==> src/sv/civ_frame_receiver_unit_macros.svh <==
// ----------------------------------------------------------------------------
// CI-V frame receiver assertion macros
// Shared concurrent assertion forms for the frame receiver modules.
// ----------------------------------------------------------------------------
`ifndef CIV_FRAME_RECEIVER_UNIT_MACROS_SVH
`define CIV_FRAME_RECEIVER_UNIT_MACROS_SVH

`ifndef NO_ASSERTIONS

// Same-cycle implication, disabled while reset is asserted.
`define CIV_ASSERT_IMPL(lbl, clk, rst_n, ante, cons, msg) \
    lbl: assert property (@(posedge clk) disable iff (!rst_n) (ante) |-> (cons)) \
        else $error(msg);

// Next-cycle implication, disabled while reset is asserted.
`define CIV_ASSERT_NEXT(lbl, clk, rst_n, ante, cons, msg) \
    lbl: assert property (@(posedge clk) disable iff (!rst_n) (ante) |=> (cons)) \
        else $error(msg);

`else

`define CIV_ASSERT_IMPL(lbl, clk, rst_n, ante, cons, msg)
`define CIV_ASSERT_NEXT(lbl, clk, rst_n, ante, cons, msg)

`endif

`endif

==> src/sv/civ_pkg.sv <==
// ----------------------------------------------------------------------------
// CI-V frame receiver package
// Types, codes and constants shared by the frame receiver modules.
// ----------------------------------------------------------------------------
package civ_pkg;

    typedef logic [7:0] t_byte;

    // Payload limit and derived counter widths.
    localparam int PAYLOAD_MAX = 16;
    localparam int CNT_W       = $clog2(PAYLOAD_MAX + 1);
    localparam int HEAD_DEPTH  = 6;
    localparam int HEAD_IDX_W  = $clog2(HEAD_DEPTH);
    localparam int BCD_BYTES   = HEAD_DEPTH - 1;
    localparam int LEN_W       = 5;
    localparam int HALF_W      = 15;
    localparam int FREQ_W      = 32;

    // Queue between parser and decoder.
    localparam int QUEUE_DEPTH = 4;
    localparam int QPTR_W      = $clog2(QUEUE_DEPTH);
    localparam int QCNT_W      = $clog2(QUEUE_DEPTH + 1);

    // Configuration port.
    localparam int CFG_IDX_W = 1;
    localparam logic [CFG_IDX_W-1:0] REG_CTRL_ADDR  = 1'b0;
    localparam logic [CFG_IDX_W-1:0] REG_RADIO_ADDR = 1'b1;
    localparam t_byte CTRL_ADDR_RESET  = 8'hE0;
    localparam t_byte RADIO_ADDR_RESET = 8'h94;

    // Frame bytes and command codes.
    localparam t_byte PREAMBLE       = 8'hFE;
    localparam t_byte TERMINATOR     = 8'hFD;
    localparam t_byte BROADCAST_ADDR = 8'h00;
    localparam t_byte CMD_FREQ_XFER  = 8'h00;
    localparam t_byte CMD_MODE_XFER  = 8'h01;
    localparam t_byte CMD_FREQ_READ  = 8'h03;
    localparam t_byte CMD_MODE_READ  = 8'h04;
    localparam t_byte MODE_RESET     = 8'h01;
    localparam t_byte NIBBLE_MASK    = 8'h0F;

    // Decimal weights used by the frequency decoder.
    localparam logic [7:0]        W_DIGIT = 8'd10;
    localparam logic [HALF_W-1:0] W_PAIR  = 15'd100;
    localparam logic [FREQ_W-1:0] W_QUAD  = 32'd10000;
    localparam logic [FREQ_W-1:0] W_OCT   = 32'd100000000;

    typedef enum logic [2:0] {
        ST_HUNT0,
        ST_HUNT1,
        ST_DEST,
        ST_SRC,
        ST_PAYLOAD
    } t_parse_state;

    typedef enum logic [1:0] {
        KIND_OTHER,
        KIND_FREQ,
        KIND_MODE
    } t_frame_kind;

    // Frame summary common to every back-end stage.
    typedef struct packed {
        t_frame_kind          kind;
        logic [LEN_W-1:0]     frame_len;
        t_byte                cmd_byte;
        t_byte                first_data;
    } t_frame_info;

    // Complete frame handed from the parser to the decoder.
    typedef struct packed {
        t_frame_info                info;
        t_byte [BCD_BYTES-1:0]      bcd;
    } t_frame_desc;

    typedef struct packed {
        logic [LEN_W-1:0]  frame_len;
        t_byte             cmd_byte;
        t_byte             first_data;
        logic [FREQ_W-1:0] freq_hz;
        logic              freq_changed;
        t_byte             radio_mode_out;
        logic              mode_updated;
    } t_result;

    // Two BCD digits of one byte, taken as binary values (A..F included).
    function automatic logic [7:0] bcd_pair(input t_byte b);
        logic [7:0] lo;
        logic [7:0] hi;
        lo = b & NIBBLE_MASK;
        hi = (b >> 4) & NIBBLE_MASK;
        return lo + hi * W_DIGIT;
    endfunction

endpackage

==> src/sv/civ_if.sv <==
// ----------------------------------------------------------------------------
// CI-V frame receiver channel interfaces
// Byte input, result output and configuration write channels.
// ----------------------------------------------------------------------------
interface civ_byte_if;
    import civ_pkg::*;
    logic  valid;
    logic  ready;
    t_byte rx_byte;

    modport source (output valid, output rx_byte, input ready);
    modport sink   (input valid, input rx_byte, output ready);
endinterface

interface civ_result_if;
    import civ_pkg::*;
    logic              valid;
    logic              ready;
    logic [LEN_W-1:0]  frame_len;
    t_byte             cmd_byte;
    t_byte             first_data;
    logic [FREQ_W-1:0] freq_hz;
    logic              freq_changed;
    t_byte             radio_mode_out;
    logic              mode_updated;

    modport source (output valid, output frame_len, output cmd_byte, output first_data,
                    output freq_hz, output freq_changed, output radio_mode_out,
                    output mode_updated, input ready);
    modport sink   (input valid, input frame_len, input cmd_byte, input first_data,
                    input freq_hz, input freq_changed, input radio_mode_out,
                    input mode_updated, output ready);
endinterface

interface civ_cfg_if;
    import civ_pkg::*;
    logic                 valid;
    logic                 ready;
    logic [CFG_IDX_W-1:0] index;
    t_byte                data;

    modport source (output valid, output index, output data, input ready);
    modport sink   (input valid, input index, input data, output ready);
endinterface

==> src/sv/civ_frame_receiver_unit.sv <==
// ----------------------------------------------------------------------------
// CI-V frame receiver
// Finds radio control frames in a received byte stream and reports each
// frame with its length, command, data byte, frequency and mode.
// ----------------------------------------------------------------------------
//   Channel   Direction  Carries
//   i_rx      in         rx_byte, one received serial byte per transaction
//   i_cfg     in         index and data of a configuration register write
//   o_res     out        one result per terminated frame
//
// One byte is taken per cycle while the frame queue has room; once the queue
// is full every byte waits until the decoder takes a frame from it.
// After its terminator byte is taken, a frame passes through the queue, the
// three decoder stages and the output register before its result is valid.
// A stalled output holds the decoder pipeline; the four-entry queue absorbs
// the frames that end meanwhile before the byte input stalls.
// Reset is synchronous and active low; it restores both address registers,
// a frequency of zero and mode one.
module civ_frame_receiver_unit (
    input  logic          i_clk,
    input  logic          i_rst_n,
    civ_byte_if.sink      i_rx,
    civ_cfg_if.sink       i_cfg,
    civ_result_if.source  o_res
);
    import civ_pkg::*;

    logic        push;
    logic        push_ready;
    t_frame_desc push_data;
    logic        pop;
    logic        pop_valid;
    t_frame_desc pop_data;

    // Parser and classifier.
    civ_front u_front (
        .i_clk        (i_clk),
        .i_rst_n      (i_rst_n),
        .i_rx         (i_rx),
        .i_cfg        (i_cfg),
        .o_push       (push),
        .o_push_data  (push_data),
        .i_push_ready (push_ready)
    );

    // Frame queue between the two halves.
    civ_queue u_queue (
        .i_clk        (i_clk),
        .i_rst_n      (i_rst_n),
        .i_push       (push),
        .i_push_data  (push_data),
        .o_push_ready (push_ready),
        .o_pop_valid  (pop_valid),
        .o_pop_data   (pop_data),
        .i_pop        (pop)
    );

    // Frequency and mode decoder.
    civ_back u_back (
        .i_clk       (i_clk),
        .i_rst_n     (i_rst_n),
        .i_pop_valid (pop_valid),
        .i_pop_data  (pop_data),
        .o_pop       (pop),
        .o_res       (o_res)
    );

endmodule

==> src/sv/civ_front.sv <==
// ----------------------------------------------------------------------------
// CI-V frame parser
// Hunts the preamble, checks addresses, collects the payload head and
// classifies each completed frame before handing it to the decoder queue.
// ----------------------------------------------------------------------------
module civ_front (
    input  logic                 i_clk,
    input  logic                 i_rst_n,
    civ_byte_if.sink             i_rx,
    civ_cfg_if.sink              i_cfg,
    output logic                 o_push,
    output civ_pkg::t_frame_desc o_push_data,
    input  logic                 i_push_ready
);
    import civ_pkg::*;

    t_parse_state   r_state;
    t_parse_state   n_state;
    logic [CNT_W-1:0] r_count;
    logic [CNT_W-1:0] n_count;
    t_byte          r_head [HEAD_DEPTH];
    t_byte          r_ctrl_addr;
    t_byte          r_radio_addr;
    logic           rx_fire;
    logic           head_wr;
    logic           is_fe;
    t_parse_state   miss_state;
    t_frame_desc    desc;

    assign rx_fire     = i_rx.valid && i_rx.ready;
    assign i_rx.ready  = i_push_ready;
    assign i_cfg.ready = 1'b1;
    assign is_fe       = (i_rx.rx_byte == PREAMBLE);
    assign miss_state  = is_fe ? ST_HUNT1 : ST_HUNT0;

    // Configuration registers.
    always_ff @(posedge i_clk) begin
        if (!i_rst_n) begin
            r_ctrl_addr  <= CTRL_ADDR_RESET;
            r_radio_addr <= RADIO_ADDR_RESET;
        end else if (i_cfg.valid) begin
            case (i_cfg.index)
                REG_CTRL_ADDR:  r_ctrl_addr  <= i_cfg.data;
                REG_RADIO_ADDR: r_radio_addr <= i_cfg.data;
                default: ;
            endcase
        end
    end

    // Parser state and payload counter.
    always_ff @(posedge i_clk) begin
        if (!i_rst_n) begin
            r_state <= ST_HUNT0;
            r_count <= '0;
        end else begin
            r_state <= n_state;
            r_count <= n_count;
        end
    end

    // Payload head store; entries at or above the count are read but hold stale bytes.
    always_ff @(posedge i_clk) begin
        if (head_wr) begin
            r_head[r_count[HEAD_IDX_W-1:0]] <= i_rx.rx_byte;
        end
    end

    // Next state, head writes and frame hand-off.
    always_comb begin
        n_state = r_state;
        n_count = r_count;
        head_wr = 1'b0;
        o_push  = 1'b0;
        if (rx_fire) begin
            case (r_state)
                ST_HUNT0: begin
                    n_state = is_fe ? ST_HUNT1 : ST_HUNT0;
                end
                ST_HUNT1: begin
                    n_state = is_fe ? ST_DEST : ST_HUNT0;
                end
                ST_DEST: begin
                    if (i_rx.rx_byte == r_ctrl_addr || i_rx.rx_byte == BROADCAST_ADDR) begin
                        n_state = ST_SRC;
                    end else begin
                        n_state = miss_state;
                    end
                end
                ST_SRC: begin
                    n_state = (i_rx.rx_byte == r_radio_addr) ? ST_PAYLOAD : miss_state;
                    n_count = '0;
                end
                ST_PAYLOAD: begin
                    if (i_rx.rx_byte == TERMINATOR) begin
                        o_push  = 1'b1;
                        n_state = ST_HUNT0;
                    end else if (r_count < CNT_W'(PAYLOAD_MAX)) begin
                        head_wr = (r_count < CNT_W'(HEAD_DEPTH));
                        n_count = r_count + 1'b1;
                    end else begin
                        n_state = ST_HUNT0;
                    end
                end
                default: begin
                    n_state = ST_HUNT0;
                end
            endcase
        end
    end

    // Classification of the frame that ends with the current terminator.
    always_comb begin
        desc.info.frame_len  = LEN_W'(r_count);
        desc.info.cmd_byte   = (r_count != '0) ? r_head[0] : BROADCAST_ADDR;
        desc.info.first_data = (r_count > CNT_W'(1)) ? r_head[1] : BROADCAST_ADDR;
        desc.info.kind       = KIND_OTHER;
        if ((desc.info.cmd_byte == CMD_FREQ_XFER || desc.info.cmd_byte == CMD_FREQ_READ)
            && r_count >= CNT_W'(HEAD_DEPTH)) begin
            desc.info.kind = KIND_FREQ;
        end else if ((desc.info.cmd_byte == CMD_MODE_XFER
                      || desc.info.cmd_byte == CMD_MODE_READ)
                     && r_count > CNT_W'(1)) begin
            desc.info.kind = KIND_MODE;
        end
        for (int k = 0; k < BCD_BYTES; k++) begin
            desc.bcd[k] = r_head[k + 1];
        end
    end

    assign o_push_data = desc;

endmodule

==> src/sv/civ_queue.sv <==
// ----------------------------------------------------------------------------
// CI-V frame queue
// Short first-in first-out buffer between the parser and the decoder.
// ----------------------------------------------------------------------------
module civ_queue (
    input  logic                 i_clk,
    input  logic                 i_rst_n,
    input  logic                 i_push,
    input  civ_pkg::t_frame_desc i_push_data,
    output logic                 o_push_ready,
    output logic                 o_pop_valid,
    output civ_pkg::t_frame_desc o_pop_data,
    input  logic                 i_pop
);
    import civ_pkg::*;

    t_frame_desc       r_slot [QUEUE_DEPTH];
    logic [QPTR_W-1:0] r_wr_ptr;
    logic [QPTR_W-1:0] r_rd_ptr;
    logic [QCNT_W-1:0] r_count;
    logic              push_fire;
    logic              pop_fire;

    assign o_push_ready = (r_count != QCNT_W'(QUEUE_DEPTH));
    assign o_pop_valid  = (r_count != '0);
    assign o_pop_data   = r_slot[r_rd_ptr];
    assign push_fire    = i_push && o_push_ready;
    assign pop_fire     = i_pop && o_pop_valid;

    // Slot storage.
    always_ff @(posedge i_clk) begin
        if (push_fire) begin
            r_slot[r_wr_ptr] <= i_push_data;
        end
    end

    // Pointers and fill level.
    always_ff @(posedge i_clk) begin
        if (!i_rst_n) begin
            r_wr_ptr <= '0;
            r_rd_ptr <= '0;
            r_count  <= '0;
        end else begin
            if (push_fire) begin
                r_wr_ptr <= r_wr_ptr + 1'b1;
            end
            if (pop_fire) begin
                r_rd_ptr <= r_rd_ptr + 1'b1;
            end
            if (push_fire && !pop_fire) begin
                r_count <= r_count + 1'b1;
            end else if (pop_fire && !push_fire) begin
                r_count <= r_count - 1'b1;
            end
        end
    end

endmodule

==> src/sv/civ_back.sv <==
// ----------------------------------------------------------------------------
// CI-V frame decoder
// Decodes BCD frequency in three stages, updates the stored frequency and
// mode in order, and holds the result in the output register.
// ----------------------------------------------------------------------------
`include "civ_frame_receiver_unit_macros.svh"

module civ_back (
    input  logic                 i_clk,
    input  logic                 i_rst_n,
    input  logic                 i_pop_valid,
    input  civ_pkg::t_frame_desc i_pop_data,
    output logic                 o_pop,
    civ_result_if.source         o_res
);
    import civ_pkg::*;

    logic                        adv;

    // Stage 1: digit pairs.
    logic                        r_s1_valid;
    t_frame_info                 r_s1_info;
    logic [BCD_BYTES-1:0][7:0]   r_s1_pair;

    // Stage 2: four-digit halves and the top pair.
    logic                        r_s2_valid;
    t_frame_info                 r_s2_info;
    logic [HALF_W-1:0]           r_s2_lo;
    logic [HALF_W-1:0]           r_s2_mid;
    logic [7:0]                  r_s2_top;

    // Stage 3: full frequency word.
    logic                        r_s3_valid;
    t_frame_info                 r_s3_info;
    logic [FREQ_W-1:0]           r_s3_hz;

    // Stored radio state and output register.
    logic [FREQ_W-1:0]           r_tuned;
    t_byte                       r_mode;
    logic                        r_out_valid;
    t_result                     r_res;
    t_result                     n_res;
    logic [FREQ_W-1:0]           n_tuned;
    t_byte                       n_mode;

    // The whole pipeline moves whenever the output register can take a value.
    assign adv   = !r_out_valid || o_res.ready;
    assign o_pop = adv && i_pop_valid;

    // Valid bits of the pipeline.
    always_ff @(posedge i_clk) begin
        if (!i_rst_n) begin
            r_s1_valid  <= 1'b0;
            r_s2_valid  <= 1'b0;
            r_s3_valid  <= 1'b0;
            r_out_valid <= 1'b0;
        end else if (adv) begin
            r_s1_valid  <= i_pop_valid;
            r_s2_valid  <= r_s1_valid;
            r_s3_valid  <= r_s2_valid;
            r_out_valid <= r_s3_valid;
        end
    end

    // Payload stages of the frequency decoder.
    always_ff @(posedge i_clk) begin
        if (adv) begin
            r_s1_info <= i_pop_data.info;
            for (int k = 0; k < BCD_BYTES; k++) begin
                r_s1_pair[k] <= bcd_pair(i_pop_data.bcd[k]);
            end
            r_s2_info <= r_s1_info;
            r_s2_lo   <= HALF_W'(r_s1_pair[0]) + HALF_W'(r_s1_pair[1]) * W_PAIR;
            r_s2_mid  <= HALF_W'(r_s1_pair[2]) + HALF_W'(r_s1_pair[3]) * W_PAIR;
            r_s2_top  <= r_s1_pair[4];
            r_s3_info <= r_s2_info;
            r_s3_hz   <= FREQ_W'(r_s2_lo) + FREQ_W'(r_s2_mid) * W_QUAD
                         + FREQ_W'(r_s2_top) * W_OCT;
        end
    end

    // Result of the frame leaving stage 3.
    always_comb begin
        n_tuned              = r_tuned;
        n_mode               = r_mode;
        n_res.frame_len      = r_s3_info.frame_len;
        n_res.cmd_byte       = r_s3_info.cmd_byte;
        n_res.first_data     = r_s3_info.first_data;
        n_res.freq_changed   = 1'b0;
        n_res.mode_updated   = 1'b0;
        case (r_s3_info.kind)
            KIND_FREQ: begin
                n_res.freq_changed = (r_s3_hz != r_tuned);
                n_tuned            = r_s3_hz;
            end
            KIND_MODE: begin
                n_res.mode_updated = 1'b1;
                n_mode             = r_s3_info.first_data;
            end
            default: ;
        endcase
        n_res.freq_hz        = n_tuned;
        n_res.radio_mode_out = n_mode;
    end

    // Stored frequency and mode.
    always_ff @(posedge i_clk) begin
        if (!i_rst_n) begin
            r_tuned <= '0;
            r_mode  <= MODE_RESET;
        end else if (adv && r_s3_valid) begin
            r_tuned <= n_tuned;
            r_mode  <= n_mode;
        end
    end

    // Output register.
    always_ff @(posedge i_clk) begin
        if (adv) begin
            r_res <= n_res;
        end
    end

    assign o_res.valid          = r_out_valid;
    assign o_res.frame_len      = r_res.frame_len;
    assign o_res.cmd_byte       = r_res.cmd_byte;
    assign o_res.first_data     = r_res.first_data;
    assign o_res.freq_hz        = r_res.freq_hz;
    assign o_res.freq_changed   = r_res.freq_changed;
    assign o_res.radio_mode_out = r_res.radio_mode_out;
    assign o_res.mode_updated   = r_res.mode_updated;

    // A frame is either a frequency report or a mode report, never both.
    `CIV_ASSERT_IMPL(a_one_kind, i_clk, i_rst_n, r_out_valid, !(r_res.freq_changed && r_res.mode_updated), "frequency and mode flags both set")
    // A frequency change needs a payload long enough for ten digits.
    `CIV_ASSERT_IMPL(a_freq_len, i_clk, i_rst_n, r_out_valid && r_res.freq_changed, r_res.frame_len >= LEN_W'(HEAD_DEPTH), "frequency change from a short frame")
    // A mode report shows its data byte as the stored mode.
    `CIV_ASSERT_IMPL(a_mode_out, i_clk, i_rst_n, r_out_valid && r_res.mode_updated, r_res.radio_mode_out == r_res.first_data, "mode report not reflected in stored mode")
    // A stalled result keeps the stored frequency unchanged.
    `CIV_ASSERT_NEXT(a_hold_freq, i_clk, i_rst_n, r_out_valid && !o_res.ready, r_tuned == $past(r_tuned), "stored frequency moved during a stall")

endmodule
==> src/flat_wrapper.sv <==
// flat-port wrapper written by rule: the top's interface ports become plain ports
module civ_frame_receiver_unit_flat import civ_pkg::*;
  (i_clk, i_rst_n, i_rx_valid, i_rx_rx_byte, i_rx_ready, i_cfg_valid, i_cfg_index, i_cfg_data, i_cfg_ready, o_res_valid, o_res_frame_len, o_res_cmd_byte, o_res_first_data, o_res_freq_hz, o_res_freq_changed, o_res_radio_mode_out, o_res_mode_updated, o_res_ready);
  civ_byte_if i_rx_i ();
  civ_cfg_if i_cfg_i ();
  civ_result_if o_res_i ();
  input  logic i_clk;
  input  logic i_rst_n;
  input wire logic [$bits(i_rx_i.valid)-1:0] i_rx_valid;
  input wire logic [$bits(i_rx_i.rx_byte)-1:0] i_rx_rx_byte;
  output wire logic [$bits(i_rx_i.ready)-1:0] i_rx_ready;
  input wire logic [$bits(i_cfg_i.valid)-1:0] i_cfg_valid;
  input wire logic [$bits(i_cfg_i.index)-1:0] i_cfg_index;
  input wire logic [$bits(i_cfg_i.data)-1:0] i_cfg_data;
  output wire logic [$bits(i_cfg_i.ready)-1:0] i_cfg_ready;
  output wire logic [$bits(o_res_i.valid)-1:0] o_res_valid;
  output wire logic [$bits(o_res_i.frame_len)-1:0] o_res_frame_len;
  output wire logic [$bits(o_res_i.cmd_byte)-1:0] o_res_cmd_byte;
  output wire logic [$bits(o_res_i.first_data)-1:0] o_res_first_data;
  output wire logic [$bits(o_res_i.freq_hz)-1:0] o_res_freq_hz;
  output wire logic [$bits(o_res_i.freq_changed)-1:0] o_res_freq_changed;
  output wire logic [$bits(o_res_i.radio_mode_out)-1:0] o_res_radio_mode_out;
  output wire logic [$bits(o_res_i.mode_updated)-1:0] o_res_mode_updated;
  input wire logic [$bits(o_res_i.ready)-1:0] o_res_ready;
  assign i_rx_i.valid = i_rx_valid;
  assign i_rx_i.rx_byte = i_rx_rx_byte;
  assign i_rx_ready = i_rx_i.ready;
  assign i_cfg_i.valid = i_cfg_valid;
  assign i_cfg_i.index = i_cfg_index;
  assign i_cfg_i.data = i_cfg_data;
  assign i_cfg_ready = i_cfg_i.ready;
  assign o_res_valid = o_res_i.valid;
  assign o_res_frame_len = o_res_i.frame_len;
  assign o_res_cmd_byte = o_res_i.cmd_byte;
  assign o_res_first_data = o_res_i.first_data;
  assign o_res_freq_hz = o_res_i.freq_hz;
  assign o_res_freq_changed = o_res_i.freq_changed;
  assign o_res_radio_mode_out = o_res_i.radio_mode_out;
  assign o_res_mode_updated = o_res_i.mode_updated;
  assign o_res_i.ready = o_res_ready;
  civ_frame_receiver_unit u_core (.i_clk(i_clk), .i_rst_n(i_rst_n), .i_rx(i_rx_i), .i_cfg(i_cfg_i), .o_res(o_res_i));
endmodule
==> config.mk <==
export PLATFORM = sky130hd
export DESIGN_NAME = civ_frame_receiver_unit_flat
export DESIGN_NICKNAME = d
export VERILOG_FILES = /design/src/sv/civ_pkg.sv /design/src/sv/civ_if.sv /design/src/sv/civ_frame_receiver_unit.sv /design/src/sv/civ_front.sv /design/src/sv/civ_queue.sv /design/src/sv/civ_back.sv /design/src/flat_wrapper.sv
export VERILOG_INCLUDE_DIRS = /design/src /design/src/sv
export SDC_FILE = /design/constraint.sdc
export NUM_CORES = 1
export LEC_CHECK = 0
export BUFFER_PORTS_ARGS = -buffer_cell sky130_fd_sc_hd__buf_2
export CAP_MARGIN = 20
export CELL_PAD_IN_SITES_DETAIL_PLACEMENT = 0
export CELL_PAD_IN_SITES_GLOBAL_PLACEMENT = 1
export CORE_AREA = 2 2 269 271
export CTS_CLUSTER_SIZE = 12
export DETAILED_ROUTE_END_ITERATION = 8
export DIE_AREA = 0 0 271 273
export MAX_ROUTING_LAYER = met4
export PLACE_DENSITY_LB_ADDON = 0.1
export SLEW_MARGIN = 20
export SYNTH_ARGS = -nofsm -noshare
export SYNTH_HDL_FRONTEND = slang
export SYNTH_SLANG_ARGS = --single-unit
==> constraint.sdc <==
create_clock -name i_clk -period 14.3 [get_ports i_clk]
set_clock_uncertainty 0.05 [all_clocks]
set_input_delay 0.715 -clock i_clk [delete_from_list [all_inputs] [get_ports i_clk]]
set_output_delay 0.715 -clock i_clk [all_outputs]
set_load 0.02 [all_outputs]
==> results.cfg <==
[status]
status = finished, final reports clean

[worst_hold_path]
min_delay_worst_endpoint = u_core.u_front.r_radio_addr[4]
holdPathStages = 3
hold_path.startpoint = i_cfg_data[4]
hold_path.class = primary input to flop

[critical_path]
regToRegStartpoint = u_core.u_back.r_s2_mid[4]
cp.required_ps = 14580
element_type_at_the_critical_path_start = flop
timing.critical_path.arrival_ps = 7220
crit_path_end_kind = flop
setup.reg_to_reg.worst_slack_ps = 7360
worstReg2RegEnd = u_core.u_back.r_s3_hz[28]
timing_worst_setup_path_type = flop to flop
worst_r2r_path_depth = 25
crit_path_max_fanout = 6
crit_path_top_delay_cell = sky130_fd_sc_hd__o311ai_0
timing.critical_path.mode_cell = sky130_fd_sc_hd__inv_1
max_stage_delay_ps = 790

[placement]
buffer_ports.inserted = 86
routabilityCongestion = 0.820
dp.final_hpwl_um = 41900
postPlaceCellArea_um2 = 33200

[die]
design.die.area_um2 = 74000
coreArea_um2 = 71000
die_h_um = 273
die_x_um = 271
floorplan.initialDensity = 0.445
io_pins = 88
std_cell_rows = 98

[drt]
detailroute.via_count = 16729
vias_per_cell = 5.01
antenna_left = 0
wl_um = 60200
avgRoutedWirePerCell_um = 18.0
dr.pass1.iters = 5
drc_errors_left = 0
initial_drc_count = 856

[sta]
grt_setup_unrepaired = no
maxSlewHeadroom = 0.314
hold-worst-slack_ps = 297
final_hold_viol_count = 0
layout_min_cycle_time_ps = 6940
finalMaxSlewViolations = 0
setup_violations = 0
actual_slew_at_the_worst_max_slew_pin_ps = 1030
final_min_period_over_clock_period = 0.485
achievable-frequency_mhz = 144
final.setup.tns_ps = 0

[synth]
synth-seq-area-share = 0.564
synth.largest_area_cell = sky130_fd_sc_hd__edfxtp_1
syn_area_um2 = 31600
synthesis.yosys.warnings = 0
syn-num-nets = 2591
synthAdderAreaFrac = 0.167
most_repeated_cell_in_the_gate_level_netlist_after_synthesis = sky130_fd_sc_hd__edfxtp_1
synth_compound_gate_area_share = 0.0529
syn-mean-instance-area_um2 = 14.3
yosys-top-cells-count = sky130_fd_sc_hd__edfxtp_1, sky130_fd_sc_hd__inv_1, sky130_fd_sc_hd__ha_1, sky130_fd_sc_hd__xnor2_1, sky130_fd_sc_hd__fa_1
syn-instance-count = 2206
simple_logic_cell_fraction_of_the_synthesized_area = 0.0548
synth-xor-area-share = 0.0479
ys_async_sr_fraction = 0
combinational_family_with_the_most_area_after_synthesis = adder cells
synth_seq_cells = 619
multiplexer_share_of_the_synthesized_area = 0.0759
ys_types = 68
yosys.area.top_type_share = 0.515
postSynth.topFlopCell = sky130_fd_sc_hd__edfxtp_1
synth_area_leaders = sky130_fd_sc_hd__edfxtp_1, sky130_fd_sc_hd__ha_1, sky130_fd_sc_hd__fa_1
synth_edf_count = 542

[run]
max-cap-violations = 0

[grt]
grt_antenna_before_repair = 0
gr-total-overflow = 0
largest_net_degree_at_the_start_of_global_routing = 174
grt_pass1_vias = 17863
gr-usage-all-layers = 0.174
grt_first_pass_wirelength_um = 97900

[finish]
final.fill_count = 6098
layout.cell_area.non_filler_um2 = 35300
final_layout_size_suffix_gt1_frac = 0.134
area_occupied_by_multi_input_gates_um2 = 12600
flow.area_growth_from_synthesis_pct = 11.8
finish.net_count = 2720
sequential_cell_area_um2 = 17800

[cts]
cts.repair.resized = 0
numCtsBuffers = 68
clockBufferDepth = 3
cts.repair_timing.setup_buffer_count = 0
cts.clk_slew.worst_paths_ps = 60
cts_root_buffer = sky130_fd_sc_hd__clkbuf_16
post_cts_hold_buffer_count = 0
cts_sinks = 619
clock_insertion_delay_worst_skew_ps = 610
h-tree-depth = 3
tritoncts_clock_tree = built
==> metrics by stage <==
stage	utilization	setup WS, ps	cells
after global routing	0.498	6850	3335
final	0.498	7360	3336
after CTS	0.497	7230	3334
after global placement	0.468	7400	3214
after detailed placement	0.468	7260	3214
after floorplan	-	6510	2206
==> cell families (layout without fill, tap and decap cells) <==
kind of cell | Yosys count | after routing
other | 1 | 2
and+or+nand+nor | 332 | 332
AOI/OAI and AO/OA | 244 | 244
muxes | 156 | 156
xor gates and xnor gates | 173 | 173
adders and majority gates | 363 | 363
buffers and inverters | 318 | 497
DFF | 619 | 619
==> area by class of cell <==
type / count / area share
repair buffers: 99 / 0.0152
clock inverters: 24 / 0.00783
diodes: 1 / 0.0000708
multi-input cells: 1269 / 0.357
clock buffers: 96 / 0.0520
inverters: 278 / 0.0298
flip-flops and latches: 619 / 0.505
well taps: 950 / 0.0336
==> worst max-delay path by stage <==
stage	slack, ps	endpoint	startpoint
4_1_cts	7230	u_core.u_back.r_s3_hz[28]	u_core.u_back.r_s2_mid[4]
3_5_place_dp	7260	u_core.u_back.r_s3_hz[28]	u_core.u_back.r_s2_mid[4]
6_report	7360	u_core.u_back.r_s3_hz[28]	u_core.u_back.r_s2_mid[4]
3_3_place_gp	7400	u_core.u_back.r_s3_hz[28]	u_core.u_back.r_s2_mid[4]
5_1_grt	6850	u_core.u_back.r_s3_hz[26]	u_core.u_back.r_s2_mid[4]
2_1_floorplan	6510	u_core.u_queue.r_count[2]	o_res_ready
==> per-layer routing <==
layer  up-vias  part of all wire  wire length (um)  GRT usage
li1       8202                 -                 -          -
met1      8254              0.45             27400      0.223
met2       198              0.50             30100      0.292
met3        75             0.027              1620     0.0248
met4         0             0.019              1140     0.0465
met5         -                 0                 0          -
==> cells in the final DEF, fill, tap and decap left out, types with 5 or more instances in the layout <==
cell,count
sky130_fd_sc_hd__edfxtp_1,542
sky130_fd_sc_hd__inv_1,277
sky130_fd_sc_hd__ha_1,267
sky130_fd_sc_hd__xnor2_1,132
sky130_fd_sc_hd__fa_1,96
sky130_fd_sc_hd__buf_2,86
sky130_fd_sc_hd__nand2_1,77
sky130_fd_sc_hd__dfxtp_1,75
sky130_fd_sc_hd__nor2b_1,71
sky130_fd_sc_hd__a21oi_1,70
sky130_fd_sc_hd__clkbuf_16,68
sky130_fd_sc_hd__mux4_2,63
sky130_fd_sc_hd__nor2_1,56
sky130_fd_sc_hd__mux2i_1,53
sky130_fd_sc_hd__xor2_1,41
sky130_fd_sc_hd__mux2_2,40
sky130_fd_sc_hd__o21ai_0,34
sky130_fd_sc_hd__a21o_1,31
sky130_fd_sc_hd__clkbuf_1,25
sky130_fd_sc_hd__o21bai_1,21
sky130_fd_sc_hd__and2_1,20
sky130_fd_sc_hd__nand4_1,18
sky130_fd_sc_hd__nor3_1,17
sky130_fd_sc_hd__a21boi_0,17
sky130_fd_sc_hd__nand2b_1,12
sky130_fd_sc_hd__nand3_1,12
sky130_fd_sc_hd__buf_4,11
sky130_fd_sc_hd__a211oi_1,9
sky130_fd_sc_hd__and3_1,8
sky130_fd_sc_hd__o21a_1,8
sky130_fd_sc_hd__nor4_1,8
sky130_fd_sc_hd__clkinv_1,7
sky130_fd_sc_hd__clkinv_2,6
sky130_fd_sc_hd__o211ai_1,5
sky130_fd_sc_hd__a2111oi_0,5
sky130_fd_sc_hd__o31ai_1,5
sky130_fd_sc_hd__and2_2,5
==> flip-flops by register name, indices dropped and copies added (netlist names), 21 cells and up, named ones only <==
register                     cells
u_core.u_back.o_res.freq_hz     32
u_core.u_front.r_head           48
u_core.u_back.r_s1_info         23
u_core.u_back.r_s1_pair         40
u_core.u_back.r_tuned           32
u_core.u_back.n_res             21
u_core.u_queue.r_slot          252
u_core.u_back.r_s2_info         23
u_core.u_back.r_s3_hz           32
==> critical path: cells and delay by family (launching register included) <==
kind / cells / cell delay (ps)
xor gates and xnor gates: 1 / 90
adders and majority gates: 8 / 3170
AOI/OAI and AO/OA: 7 / 2160
and+or+nand+nor: 3 / 440
DFF: 1 / 400
buffers and inverters: 6 / 350
Power is left out: the tool's default activity adds up to more than one toggle a clock period on the data nets, which glitch-free logic cannot reach.
